`config.mk`:
```
export PLATFORM = sky130hd
export DESIGN_NAME = nearest_target_select_and_aim
export DESIGN_NICKNAME = d
export VERILOG_FILES = /design/src/sv/ntsa_pkg.sv /design/src/sv/ntsa_regs.sv /design/src/sv/ntsa_aim.sv /design/src/sv/nearest_target_select_and_aim.sv
export SDC_FILE = /design/constraint.sdc
export NUM_CORES = 2
export LEC_CHECK = 0
export ABC_AREA = 1
export BUFFER_PORTS_ARGS = -buffer_cell sky130_fd_sc_hd__clkbuf_2
export CAP_MARGIN = 5
export CORE_MARGIN = 10
export CORE_UTILIZATION = 45
export CTS_CLUSTER_SIZE = 30
export DETAILED_ROUTE_END_ITERATION = 10
export GPL_ROUTABILITY_DRIVEN = 0
export HOLD_SLACK_MARGIN = 0.02
export SLEW_MARGIN = 20
export SYNTH_ARGS = -nofsm -noshare
export SYNTH_HDL_FRONTEND = slang
export SYNTH_SLANG_ARGS = --single-unit
export TNS_END_PERCENT = 50
```
`constraint.sdc`:
```
create_clock -name clk_i -period 9.9 [get_ports clk_i]
set_input_delay 0.495 -clock clk_i [delete_from_list [all_inputs] [get_ports clk_i]]
set_output_delay 0.495 -clock clk_i [all_outputs]
set_load 0.01 [all_outputs]
```
`src/sv/ntsa_pkg.sv`:
```
`default_nettype none

package ntsa_pkg;

  // Fixed field widths.
  localparam int COORD_BITS = 14;
  localparam int GAIN_W     = 16;
  localparam int BIAS_W     = 20;
  localparam int ANGLE_W    = 16;
  localparam int POS_W      = 4;

  // Fixed-point scaling: 1/32 pixel times Q8.8 gain gives 2^13 per mrad.
  localparam int FRAC_SHIFT = 13;
  localparam int BIAS_SHIFT = 9;

  localparam int MAX_BOXES_DEF = 16;

  // Configuration port.
  localparam int ADDR_W = 5;
  localparam int DATA_W = 32;

  // Register reset values.
  localparam logic                  ENEMY_CLASS_RST = 1'b0;
  localparam logic [COORD_BITS-1:0] CENTER_X_RST    = COORD_BITS'(1664);
  localparam logic [COORD_BITS-1:0] CENTER_Y_RST    = COORD_BITS'(1664);
  localparam logic [GAIN_W-1:0]     PAN_GAIN_RST    = GAIN_W'(2560);
  localparam logic [GAIN_W-1:0]     TILT_GAIN_RST   = GAIN_W'(256);
  localparam logic [BIAS_W-1:0]     TILT_BIAS_RST   = BIAS_W'(25133);

  typedef enum logic [2:0] {
    REG_ENEMY_CLASS = 3'd0,
    REG_CENTER_X    = 3'd1,
    REG_CENTER_Y    = 3'd2,
    REG_PAN_GAIN    = 3'd3,
    REG_TILT_GAIN   = 3'd4,
    REG_TILT_BIAS   = 3'd5
  } reg_idx_e;

  typedef struct packed {
    logic                  enemy_class;
    logic [COORD_BITS-1:0] center_x_offset;
    logic [COORD_BITS-1:0] center_y_offset;
    logic [GAIN_W-1:0]     pan_gain;
    logic [GAIN_W-1:0]     tilt_gain;
    logic [BIAS_W-1:0]     tilt_bias;
  } cfg_t;

  typedef struct packed {
    logic [COORD_BITS-1:0] box_x;
    logic [COORD_BITS-1:0] box_y;
    logic [COORD_BITS-1:0] box_w;
    logic [COORD_BITS-1:0] box_h;
    logic                  box_class;
    logic                  last_box;
  } box_in_t;

  typedef struct packed {
    logic        [ANGLE_W-1:0] tilt_mrad;
    logic signed [ANGLE_W-1:0] pan_mrad;
    logic        [POS_W-1:0]   chosen_index;
  } aim_out_t;

  // Chosen box handed from the selector to the aim pipeline.
  typedef struct packed {
    logic [COORD_BITS-1:0] box_x;
    logic [COORD_BITS-1:0] box_y;
    logic [COORD_BITS-1:0] box_w;
    logic [COORD_BITS-1:0] box_h;
    logic [POS_W-1:0]      pos;
  } aim_req_t;

endpackage

`default_nettype wire

```
`src/sv/ntsa_regs.sv`:
```
`default_nettype none

module ntsa_regs import ntsa_pkg::*; (
  input  wire logic              clk_i,
  input  wire logic              rst_ni,
  input  wire logic              psel,
  input  wire logic              penable,
  input  wire logic              pwrite,
  input  wire logic [ADDR_W-1:0] paddr,
  input  wire logic [DATA_W-1:0] pwdata,
  output logic      [DATA_W-1:0] prdata,
  output logic                   pready,
  output cfg_t                   cfg_o
);

  cfg_t     cfg_q;
  reg_idx_e idx;
  logic     wr_en;

  assign idx    = reg_idx_e'(paddr[ADDR_W-1:2]);
  assign wr_en  = psel & penable & pwrite;
  assign pready = 1'b1;
  assign cfg_o  = cfg_q;

  // Register writes; unknown addresses are ignored.
  always_ff @(posedge clk_i or negedge rst_ni) begin
    if (!rst_ni) begin
      cfg_q.enemy_class     <= ENEMY_CLASS_RST;
      cfg_q.center_x_offset <= CENTER_X_RST;
      cfg_q.center_y_offset <= CENTER_Y_RST;
      cfg_q.pan_gain        <= PAN_GAIN_RST;
      cfg_q.tilt_gain       <= TILT_GAIN_RST;
      cfg_q.tilt_bias       <= TILT_BIAS_RST;
    end else if (wr_en) begin
      case (idx)
        REG_ENEMY_CLASS: cfg_q.enemy_class     <= pwdata[0];
        REG_CENTER_X:    cfg_q.center_x_offset <= pwdata[COORD_BITS-1:0];
        REG_CENTER_Y:    cfg_q.center_y_offset <= pwdata[COORD_BITS-1:0];
        REG_PAN_GAIN:    cfg_q.pan_gain        <= pwdata[GAIN_W-1:0];
        REG_TILT_GAIN:   cfg_q.tilt_gain       <= pwdata[GAIN_W-1:0];
        REG_TILT_BIAS:   cfg_q.tilt_bias       <= pwdata[BIAS_W-1:0];
        default: ;
      endcase
    end
  end

  // Read-back mux.
  always_comb begin
    case (idx)
      REG_ENEMY_CLASS: prdata = DATA_W'(cfg_q.enemy_class);
      REG_CENTER_X:    prdata = DATA_W'(cfg_q.center_x_offset);
      REG_CENTER_Y:    prdata = DATA_W'(cfg_q.center_y_offset);
      REG_PAN_GAIN:    prdata = DATA_W'(cfg_q.pan_gain);
      REG_TILT_GAIN:   prdata = DATA_W'(cfg_q.tilt_gain);
      REG_TILT_BIAS:   prdata = DATA_W'(cfg_q.tilt_bias);
      default:         prdata = '0;
    endcase
  end

endmodule

`default_nettype wire

```
`src/sv/ntsa_aim.sv`:
```
`default_nettype none

module ntsa_aim import ntsa_pkg::*; (
  input  wire logic     clk_i,
  input  wire logic     rst_ni,
  input  wire logic     req_valid_i,
  input  aim_req_t      req_i,
  output logic          req_ready_o,
  input  cfg_t          cfg_i,
  output logic          out_valid_o,
  input  wire logic     out_ready_i,
  output aim_out_t      out_o
);

  // Centers in 1/32 pixel need three bits above the coordinate width.
  localparam int CW = COORD_BITS + 3;
  localparam int MW = CW + GAIN_W + 1;
  localparam int PW = MW + 1;
  localparam int QW = PW - FRAC_SHIFT;
  localparam logic signed [QW-1:0] TILT_MAX = QW'((1 << ANGLE_W) - 1);
  localparam logic signed [QW-1:0] PAN_MAX  = QW'((1 << (ANGLE_W - 1)) - 1);
  localparam logic signed [QW-1:0] PAN_MIN  = -QW'(1 << (ANGLE_W - 1));

  logic     req_valid_q, prod_valid_q, out_valid_q;
  logic     req_adv, prod_adv, out_adv;
  aim_req_t req_q;

  logic signed [PW-1:0] tilt_sum_q, pan_prod_q;
  logic [POS_W-1:0]     pos_q;
  aim_out_t             out_q;

  logic signed [CW-1:0]     cy_s, cx_s;
  logic signed [GAIN_W:0]   tilt_g, pan_g;
  logic signed [MW-1:0]     tilt_prod, pan_prod;
  logic signed [PW-1:0]     tilt_ext, pan_ext, bias_s, tilt_sum_d;
  logic signed [PW-1:0]     tilt_sh, pan_sh;
  logic signed [QW-1:0]     theta_s, phi_s;
  aim_out_t                 out_d;

  // Each stage moves when the one after it is empty or moving.
  assign out_adv     = !out_valid_q || out_ready_i;
  assign prod_adv    = !prod_valid_q || out_adv;
  assign req_adv     = !req_valid_q || prod_adv;
  assign req_ready_o = req_adv;
  assign out_valid_o = out_valid_q;
  assign out_o       = out_q;

  always_ff @(posedge clk_i or negedge rst_ni) begin
    if (!rst_ni) begin
      req_valid_q  <= 1'b0;
      prod_valid_q <= 1'b0;
      out_valid_q  <= 1'b0;
    end else begin
      if (req_adv) req_valid_q <= req_valid_i;
      if (prod_adv) prod_valid_q <= req_valid_q;
      if (out_adv) out_valid_q <= prod_valid_q;
    end
  end

  // Offsets of the box center from the aim origin, in 1/32 pixel.
  assign cy_s = $signed({2'b00, req_q.box_y, 1'b0}) + $signed({3'b000, req_q.box_h})
              - $signed({2'b00, cfg_i.center_y_offset, 1'b0});
  assign cx_s = $signed({2'b00, req_q.box_x, 1'b0}) + $signed({3'b000, req_q.box_w})
              - $signed({2'b00, cfg_i.center_x_offset, 1'b0});

  // Scale by the gains and add the tilt bias at the same scale.
  assign tilt_g     = $signed({1'b0, cfg_i.tilt_gain});
  assign pan_g      = $signed({1'b0, cfg_i.pan_gain});
  assign tilt_prod  = MW'(cy_s) * MW'(tilt_g);
  assign pan_prod   = MW'(cx_s) * MW'(pan_g);
  assign tilt_ext   = PW'(tilt_prod);
  assign pan_ext    = PW'(pan_prod);
  assign bias_s     = $signed(PW'({cfg_i.tilt_bias, {BIAS_SHIFT{1'b0}}}));
  assign tilt_sum_d = tilt_ext + bias_s;

  always_ff @(posedge clk_i) begin
    if (req_adv && req_valid_i) req_q <= req_i;
    if (prod_adv && req_valid_q) begin
      tilt_sum_q <= tilt_sum_d;
      pan_prod_q <= pan_ext;
      pos_q      <= req_q.pos;
    end
    if (out_adv && prod_valid_q) out_q <= out_d;
  end

  // Floor to milliradians and clamp to the output ranges.
  assign tilt_sh = tilt_sum_q >>> FRAC_SHIFT;
  assign pan_sh  = pan_prod_q >>> FRAC_SHIFT;
  assign theta_s = $signed(tilt_sh[QW-1:0]);
  assign phi_s   = $signed(pan_sh[QW-1:0]);

  always_comb begin
    if (theta_s < $signed(QW'(0))) begin
      out_d.tilt_mrad = '0;
    end else if (theta_s > TILT_MAX) begin
      out_d.tilt_mrad = '1;
    end else begin
      out_d.tilt_mrad = theta_s[ANGLE_W-1:0];
    end
    if (phi_s < PAN_MIN) begin
      out_d.pan_mrad = PAN_MIN[ANGLE_W-1:0];
    end else if (phi_s > PAN_MAX) begin
      out_d.pan_mrad = PAN_MAX[ANGLE_W-1:0];
    end else begin
      out_d.pan_mrad = phi_s[ANGLE_W-1:0];
    end
    out_d.chosen_index = pos_q;
  end

endmodule

`default_nettype wire

```
`src/sv/nearest_target_select_and_aim.sv`:
```
// Nearest target selector with aim angle output.
// Input channel: one detected box per item (corner, size, class, last flag).
// Boxes are taken one per cycle while in_ready_o is high; each is compared
// against the running best box of the frame in the cycle it is accepted.
// Output channel: at most one item per frame, given after the last box if a
// box of the enemy class was seen; it carries tilt and pan in mrad and the
// position of the chosen box. Frames without a match give nothing.
// After the edge that accepts the last box, the result passes through the
// request, product and result registers of the aim pipeline before it is valid.
// Throughput: one box per cycle, and one result per cycle for frames of
// a single box, while the receiver does not stall.
// When the receiver stalls, the result holds and boxes are still taken
// until the three aim stages are full; then in_ready_o drops.
// Reset clears the reference corner to zero, empties the frame and the aim
// pipeline and loads the register defaults.
// Registers sit on an APB port at byte address 4 times their index.
`default_nettype none

module nearest_target_select_and_aim import ntsa_pkg::*; #(
  parameter int MAX_BOXES = MAX_BOXES_DEF
) (
  input  wire logic              clk_i,
  input  wire logic              rst_ni,
  input  wire logic              in_valid_i,
  output logic                   in_ready_o,
  input  box_in_t                in_data_i,
  output logic                   out_valid_o,
  input  wire logic              out_ready_i,
  output aim_out_t               out_data_o,
  input  wire logic              psel,
  input  wire logic              penable,
  input  wire logic              pwrite,
  input  wire logic [ADDR_W-1:0] paddr,
  input  wire logic [DATA_W-1:0] pwdata,
  output logic      [DATA_W-1:0] prdata,
  output logic                   pready
);

  localparam int CNT_W  = (MAX_BOXES > 1) ? $clog2(MAX_BOXES) : 1;
  localparam int SQ_W   = 2 * COORD_BITS;
  localparam int DIST_W = 2 * COORD_BITS + 1;

  cfg_t     cfg;
  aim_req_t req;
  logic     req_valid, req_ready;

  logic [COORD_BITS-1:0] ref_x_q, ref_y_q;
  logic [DIST_W-1:0]     near_sq_q;
  logic                  best_found_q;
  logic [COORD_BITS-1:0] best_x_q, best_y_q, best_w_q, best_h_q;
  logic [CNT_W-1:0]      best_pos_q, cnt_q;

  logic                    accept, sel_cur, found_any;
  logic [COORD_BITS-1:0]   dx, dy;
  logic [2*COORD_BITS-1:0] dx_sq, dy_sq;
  logic [DIST_W-1:0]       sq_dist;
  logic [CNT_W-1:0]        chosen_pos;
  logic [CNT_W+POS_W-1:0]  pos_ext;

  ntsa_regs u_regs (
    .clk_i   (clk_i),
    .rst_ni  (rst_ni),
    .psel    (psel),
    .penable (penable),
    .pwrite  (pwrite),
    .paddr   (paddr),
    .pwdata  (pwdata),
    .prdata  (prdata),
    .pready  (pready),
    .cfg_o   (cfg)
  );

  assign in_ready_o = req_ready;
  assign accept     = in_valid_i && in_ready_o;

  // Squared distance from the box corner to the reference corner.
  assign dx      = (in_data_i.box_x > ref_x_q) ? in_data_i.box_x - ref_x_q
                                               : ref_x_q - in_data_i.box_x;
  assign dy      = (in_data_i.box_y > ref_y_q) ? in_data_i.box_y - ref_y_q
                                               : ref_y_q - in_data_i.box_y;
  assign dx_sq   = SQ_W'(dx) * SQ_W'(dx);
  assign dy_sq   = SQ_W'(dy) * SQ_W'(dy);
  assign sq_dist = {1'b0, dx_sq} + {1'b0, dy_sq};

  // A strictly nearer box of the enemy class replaces the best one.
  assign sel_cur   = (in_data_i.box_class == cfg.enemy_class)
                   && (!best_found_q || sq_dist < near_sq_q);
  assign found_any = best_found_q || sel_cur;

  // Chosen box of the frame, including the box now at the input.
  assign chosen_pos = sel_cur ? cnt_q : best_pos_q;
  assign pos_ext    = {{POS_W{1'b0}}, chosen_pos};
  assign req.box_x  = sel_cur ? in_data_i.box_x : best_x_q;
  assign req.box_y  = sel_cur ? in_data_i.box_y : best_y_q;
  assign req.box_w  = sel_cur ? in_data_i.box_w : best_w_q;
  assign req.box_h  = sel_cur ? in_data_i.box_h : best_h_q;
  assign req.pos    = pos_ext[POS_W-1:0];
  assign req_valid  = in_valid_i && in_data_i.last_box && found_any;

  // Frame state and reference corner.
  always_ff @(posedge clk_i or negedge rst_ni) begin
    if (!rst_ni) begin
      ref_x_q      <= '0;
      ref_y_q      <= '0;
      near_sq_q    <= '1;
      best_found_q <= 1'b0;
      cnt_q        <= '0;
    end else if (accept) begin
      if (in_data_i.last_box) begin
        near_sq_q    <= '1;
        best_found_q <= 1'b0;
        cnt_q        <= '0;
        if (found_any) begin
          ref_x_q <= req.box_x;
          ref_y_q <= req.box_y;
        end
      end else begin
        if (sel_cur) begin
          near_sq_q    <= sq_dist;
          best_found_q <= 1'b1;
        end
        cnt_q <= (cnt_q == CNT_W'(MAX_BOXES - 1)) ? '0 : cnt_q + CNT_W'(1);
      end
    end
  end

  // Best box payload, read only while the frame has a match.
  always_ff @(posedge clk_i) begin
    if (accept && sel_cur) begin
      best_x_q   <= in_data_i.box_x;
      best_y_q   <= in_data_i.box_y;
      best_w_q   <= in_data_i.box_w;
      best_h_q   <= in_data_i.box_h;
      best_pos_q <= cnt_q;
    end
  end

  ntsa_aim u_aim (
    .clk_i       (clk_i),
    .rst_ni      (rst_ni),
    .req_valid_i (req_valid),
    .req_i       (req),
    .req_ready_o (req_ready),
    .cfg_i       (cfg),
    .out_valid_o (out_valid_o),
    .out_ready_i (out_ready_i),
    .out_o       (out_data_o)
  );

endmodule

`default_nettype wire

```
==> impl_metrics.prom <==
# TYPE chip_impl_metric gauge
chip_impl_metric{name="yosysWarnings",unit=""} 0
chip_impl_metric{name="wirelength",unit="mm"} 148
chip_impl_metric{name="place_ws",unit="ns"} -0.0361
chip_impl_metric{name="dp.final_hpwl",unit="mm"} 125
chip_impl_metric{name="cts_hold_buffers",unit=""} 0
chip_impl_metric{name="maximum_number_of_pins_on_one_net_before_global_route_repair",unit=""} 102
chip_impl_metric{name="syn_area_cell",unit="sq um"} 8.36
chip_impl_info{name="cts_tree",value="done"} 1
chip_impl_metric{name="finalCritPeriodShare",unit=""} 0.949
chip_impl_metric{name="ys_types",unit=""} 59
chip_impl_metric{name="vias",unit=""} 41700
chip_impl_metric{name="dieWidth",unit="um"} 366
chip_impl_metric{name="synth_simple_gate_area_frac",unit=""} 0.175
chip_impl_metric{name="number_of_storage_elements_in_the_synthesis_netlist",unit=""} 349
chip_impl_metric{name="post_synth_xor_area_fraction",unit=""} 0.0164
chip_impl_metric{name="clk-insertion-delay-late",unit="ns"} 0.64
chip_impl_metric{name="synth_top_area_share",unit=""} 0.338
chip_impl_metric{name="cap_violations",unit=""} 0
chip_impl_info{name="setup.worst_path.start",value="ref_x_q[0]"} 1
chip_impl_metric{name="synthesis.instances",unit=""} 6453
chip_impl_metric{name="worst_slew_margin_relative_to_its_limit",unit=""} 0.213
chip_impl_info{name="ys_top_cells_by_count",value="sky130_fd_sc_hd__inv_1 (1663), sky130_fd_sc_hd__nand2_1 (1243), sky130_fd_sc_hd__fa_1 (910)"} 1
chip_impl_metric{name="globalRouteTotalUtil",unit=""} 0.222
chip_impl_metric{name="first_pass_grt_wire_length",unit="mm"} 239
chip_impl_metric{name="antenna_found_initial",unit=""} 7
chip_impl_metric{name="synth_compound_gate_area_share",unit=""} 0.0554
chip_impl_metric{name="num_rows",unit=""} 126
chip_impl_metric{name="pnr_worst_setup_slack",unit="ns"} 0.505
chip_impl_metric{name="clock_sink_count",unit=""} 349
chip_impl_metric{name="post_synth_mux_area_share",unit=""} 0
chip_impl_metric{name="flow.area_growth_from_synthesis",unit="%"} 9.40
chip_impl_metric{name="timing.final.max_slew_violations",unit=""} 0
chip_impl_info{name="root_buffer",value="sky130_fd_sc_hd__clkbuf_16"} 1
chip_impl_metric{name="placeableCoreArea",unit="sq um"} 119000
chip_impl_metric{name="ant_nets",unit=""} 0
chip_impl_metric{name="firstDrtPassIters",unit=""} 6
chip_impl_info{name="synth.top_cells.by_area",value="sky130_fd_sc_hd__fa_1 (34%), sky130_fd_sc_hd__inv_1 (12%), sky130_fd_sc_hd__edfxtp_1 (11%)"} 1
chip_impl_metric{name="synth-async-reset-ratio",unit=""} 0.418
chip_impl_info{name="synthMostInstantiatedCell",value="sky130_fd_sc_hd__inv_1"} 1
chip_impl_metric{name="clock_tree.htree_level_count",unit=""} 2
chip_impl_metric{name="final_hold_viol_count",unit=""} 0
chip_impl_info{name="worst_setup_path_end_kind",value="flop"} 1
chip_impl_info{name="critPathSlowestCell",value="sky130_fd_sc_hd__fa_1"} 1
chip_impl_info{name="outcome",value="finished, final reports clean"} 1
chip_impl_metric{name="drt_drc_violations_left",unit=""} 0
chip_impl_metric{name="first_global_vias",unit=""} 43900
chip_impl_metric{name="crit_arrival",unit="ns"} 9.73
chip_impl_metric{name="boundaryPins",unit=""} 173
chip_impl_metric{name="cts.clk_slew.worst_paths",unit="ns"} 0.06
chip_impl_info{name="synth_ff_type",value="sky130_fd_sc_hd__edfxtp_1"} 1
chip_impl_metric{name="seq_area_frac_synth",unit=""} 0.182
chip_impl_metric{name="reg2reg_depth",unit=""} 44
chip_impl_metric{name="finalClockSkew",unit="ns"} 0.0444
chip_impl_info{name="worst_setup_path_endpoint",value="best_x_q[13]"} 1
chip_impl_metric{name="worst-endpoint-required",unit="ns"} 10.24
chip_impl_info{name="regToRegEndpoint",value="best_x_q[13]"} 1
chip_impl_metric{name="number_of_enable_flip_flop_cells_after_synthesis",unit=""} 203
chip_impl_metric{name="share_of_layout_cells_above_drive_strength_1",unit=""} 0.0909
chip_impl_metric{name="worst-slew-pin-transition",unit="ns"} 1.18
chip_impl_metric{name="maxClockFrequency",unit="GHz"} 0.106
chip_impl_metric{name="die_span_y",unit="um"} 366
chip_impl_metric{name="final-setup-viol-count",unit=""} 0
chip_impl_metric{name="placement.io_buffers",unit=""} 145
chip_impl_metric{name="timing.final.crit_period",unit="ns"} 9.39
chip_impl_metric{name="drt-vias-per-instance",unit=""} 5.05
chip_impl_metric{name="fp.dieArea",unit="sq um"} 134000
chip_impl_metric{name="wire_per_inst",unit="um"} 18.0
chip_impl_metric{name="crit_path_max_incr_delay",unit="ns"} 0.59
chip_impl_info{name="type_of_origin_of_the_critical_path",value="flop"} 1
chip_impl_metric{name="final.fill_count",unit=""} 11500
chip_impl_info{name="synth_top_family_by_area",value="adder cells"} 1
chip_impl_metric{name="globalRouteOverflowTotal",unit=""} 0
chip_impl_info{name="post-synth-top-area-cell",value="sky130_fd_sc_hd__fa_1"} 1
chip_impl_info{name="regToRegStartpoint",value="ref_x_q[0]"} 1
chip_impl_metric{name="design.final.nets",unit=""} 8052
chip_impl_info{name="timing.setup.critical_path_class",value="flop to flop"} 1
chip_impl_metric{name="worst-r2r-setup-slack",unit="ns"} 0.51
chip_impl_metric{name="synth.cell_area",unit="sq um"} 53900
chip_impl_metric{name="drt-initial-drc-count",unit=""} 2616
chip_impl_metric{name="setup-tns-final",unit="ns"} 0
chip_impl_metric{name="postLayoutCoreUtil",unit=""} 0.498
chip_impl_metric{name="cts-buffers-inserted",unit=""} 44
chip_impl_metric{name="worst-path-max-fanout",unit=""} 18
chip_impl_metric{name="initial_utilization",unit=""} 0.455
chip_impl_metric{name="adder_and_majority_cell_fraction_of_the_synthesized_area",unit=""} 0.437
chip_impl_metric{name="clock_tree.buffer_depth",unit=""} 3
chip_impl_info{name="hold_class",value="primary input to async pin"} 1
[timing repair]
| action | in CTS | in global routing |
|---|---|---|
| gates resized for setup | 0 | 97 |
| endpoints found under the setup margin | 0 | 178 |
| setup buffers | 0 | 4 |
[flip-flops by register name, summed over array words and instances (netlist names), 4 cells and up]
signal / flops
near_sq_q: 29
best_pos_q: 4
best_h_q: 14
u_aim.pos_q: 4
cnt_q: 4
u_aim.tilt_sum_q: 22
u_aim.out_o: 36
best_y_q: 14
u_aim.pan_prod_q: 21
u_aim.req_q: 60
best_w_q: 14
ref_x_q: 14
ref_y_q: 14
u_regs.cfg_o: 81
best_x_q: 14
[per-stage QoR]
step,cells,hold slack (ns),cell area (sq um)
finish,8248,0.0175,59000
global placement,8159,0.406,57000
CTS,8240,0.0245,58500
detailed placement,8159,0.407,57000
global route,8246,0.0314,59000
floorplan,6464,0.199,54000
[logic make-up after synthesis]
group | Yosys count
AND/OR/NAND/NOR | 2252
buffers and inverters | 1873
adder cells (fa/ha/maj) | 1339
AO/OA/AOI/OAI | 537
flip-flops | 349
XOR/XNOR | 101
other | 2
[per-layer routing]
metal | track usage | wire length, um
met5 | 0 | 64
met4 | 0.0745 | 5620
met3 | 0.0444 | 11200
met2 | 0.370 | 69100
met1 | 0.288 | 62100
[cell usage in the layout (no fill, tap or decap), drive strengths merged, types with 3 or more instances in the layout]
master,synthesis,final
clkinv,8,22
conb,2,13
a221oi,4,4
o22ai,7,7
nor4,7,7
a221o,6,6
o21a,4,4
xnor2,26,26
or2,34,34
and2,32,32
and3,4,4
a21oi,229,229
nand2,1281,1282
o21bai,25,25
clkinvlp,0,4
o31ai,3,3
o21ai,191,191
a21o,27,27
o211ai,9,9
edfxtp,203,203
clkbuf,135,202
xor2,75,75
a31oi,17,17
nand4,26,26
inv,1675,1680
buf,55,144
nor2,484,484
nor3,28,28
ha,429,429
nand3b,5,5
fa,910,910
dfrtp,101,101
a21boi,6,6
nand3,348,348
dfstp,45,45
[how the worst min path moves through the flow]
| stage | to | from | cells past startpoint |
|---|---|---|---|
| global route | best_h_q[13] | in_data_i[15] | 1 |
| CTS | best_h_q[13] | in_data_i[15] | 1 |
| global placement | u_aim.out_o[2] | u_aim.pos_q[2] | 0 |
| floorplan | best_found_q | rst_ni | 0 |
| detailed placement | u_aim.out_o[2] | u_aim.pos_q[2] | 0 |
| finish | cnt_q[3] | rst_ni | 1 |
[area by class of cell]
class | instances | area (sq um) | area share
multi-input cells | 4243 | 37400 | 0.633
clock inverters | 25 | 262 | 0.00443
flip-flops and latches | 349 | 9810 | 0.166
clock buffers | 56 | 1290 | 0.0219
inverters | 1683 | 6330 | 0.107
repair buffers | 290 | 1940 | 0.0328
well taps | 1600 | 2000 | 0.0339
diodes | 2 | 5.00 | 0.0000848
[worst max-delay path: cells and delay by family (launching register included)]
family	cells	cell delay [ns]
buf+inv	12	1.48
simple gates	16	1.51
compound gates	4	0.60
fa+ha+maj	11	4.86
xor+xnor	1	0.18
flops	1	0.41
Power is left out: the tool's default activity adds up to more than one toggle a clock period on the data nets, which glitch-free logic cannot reach.
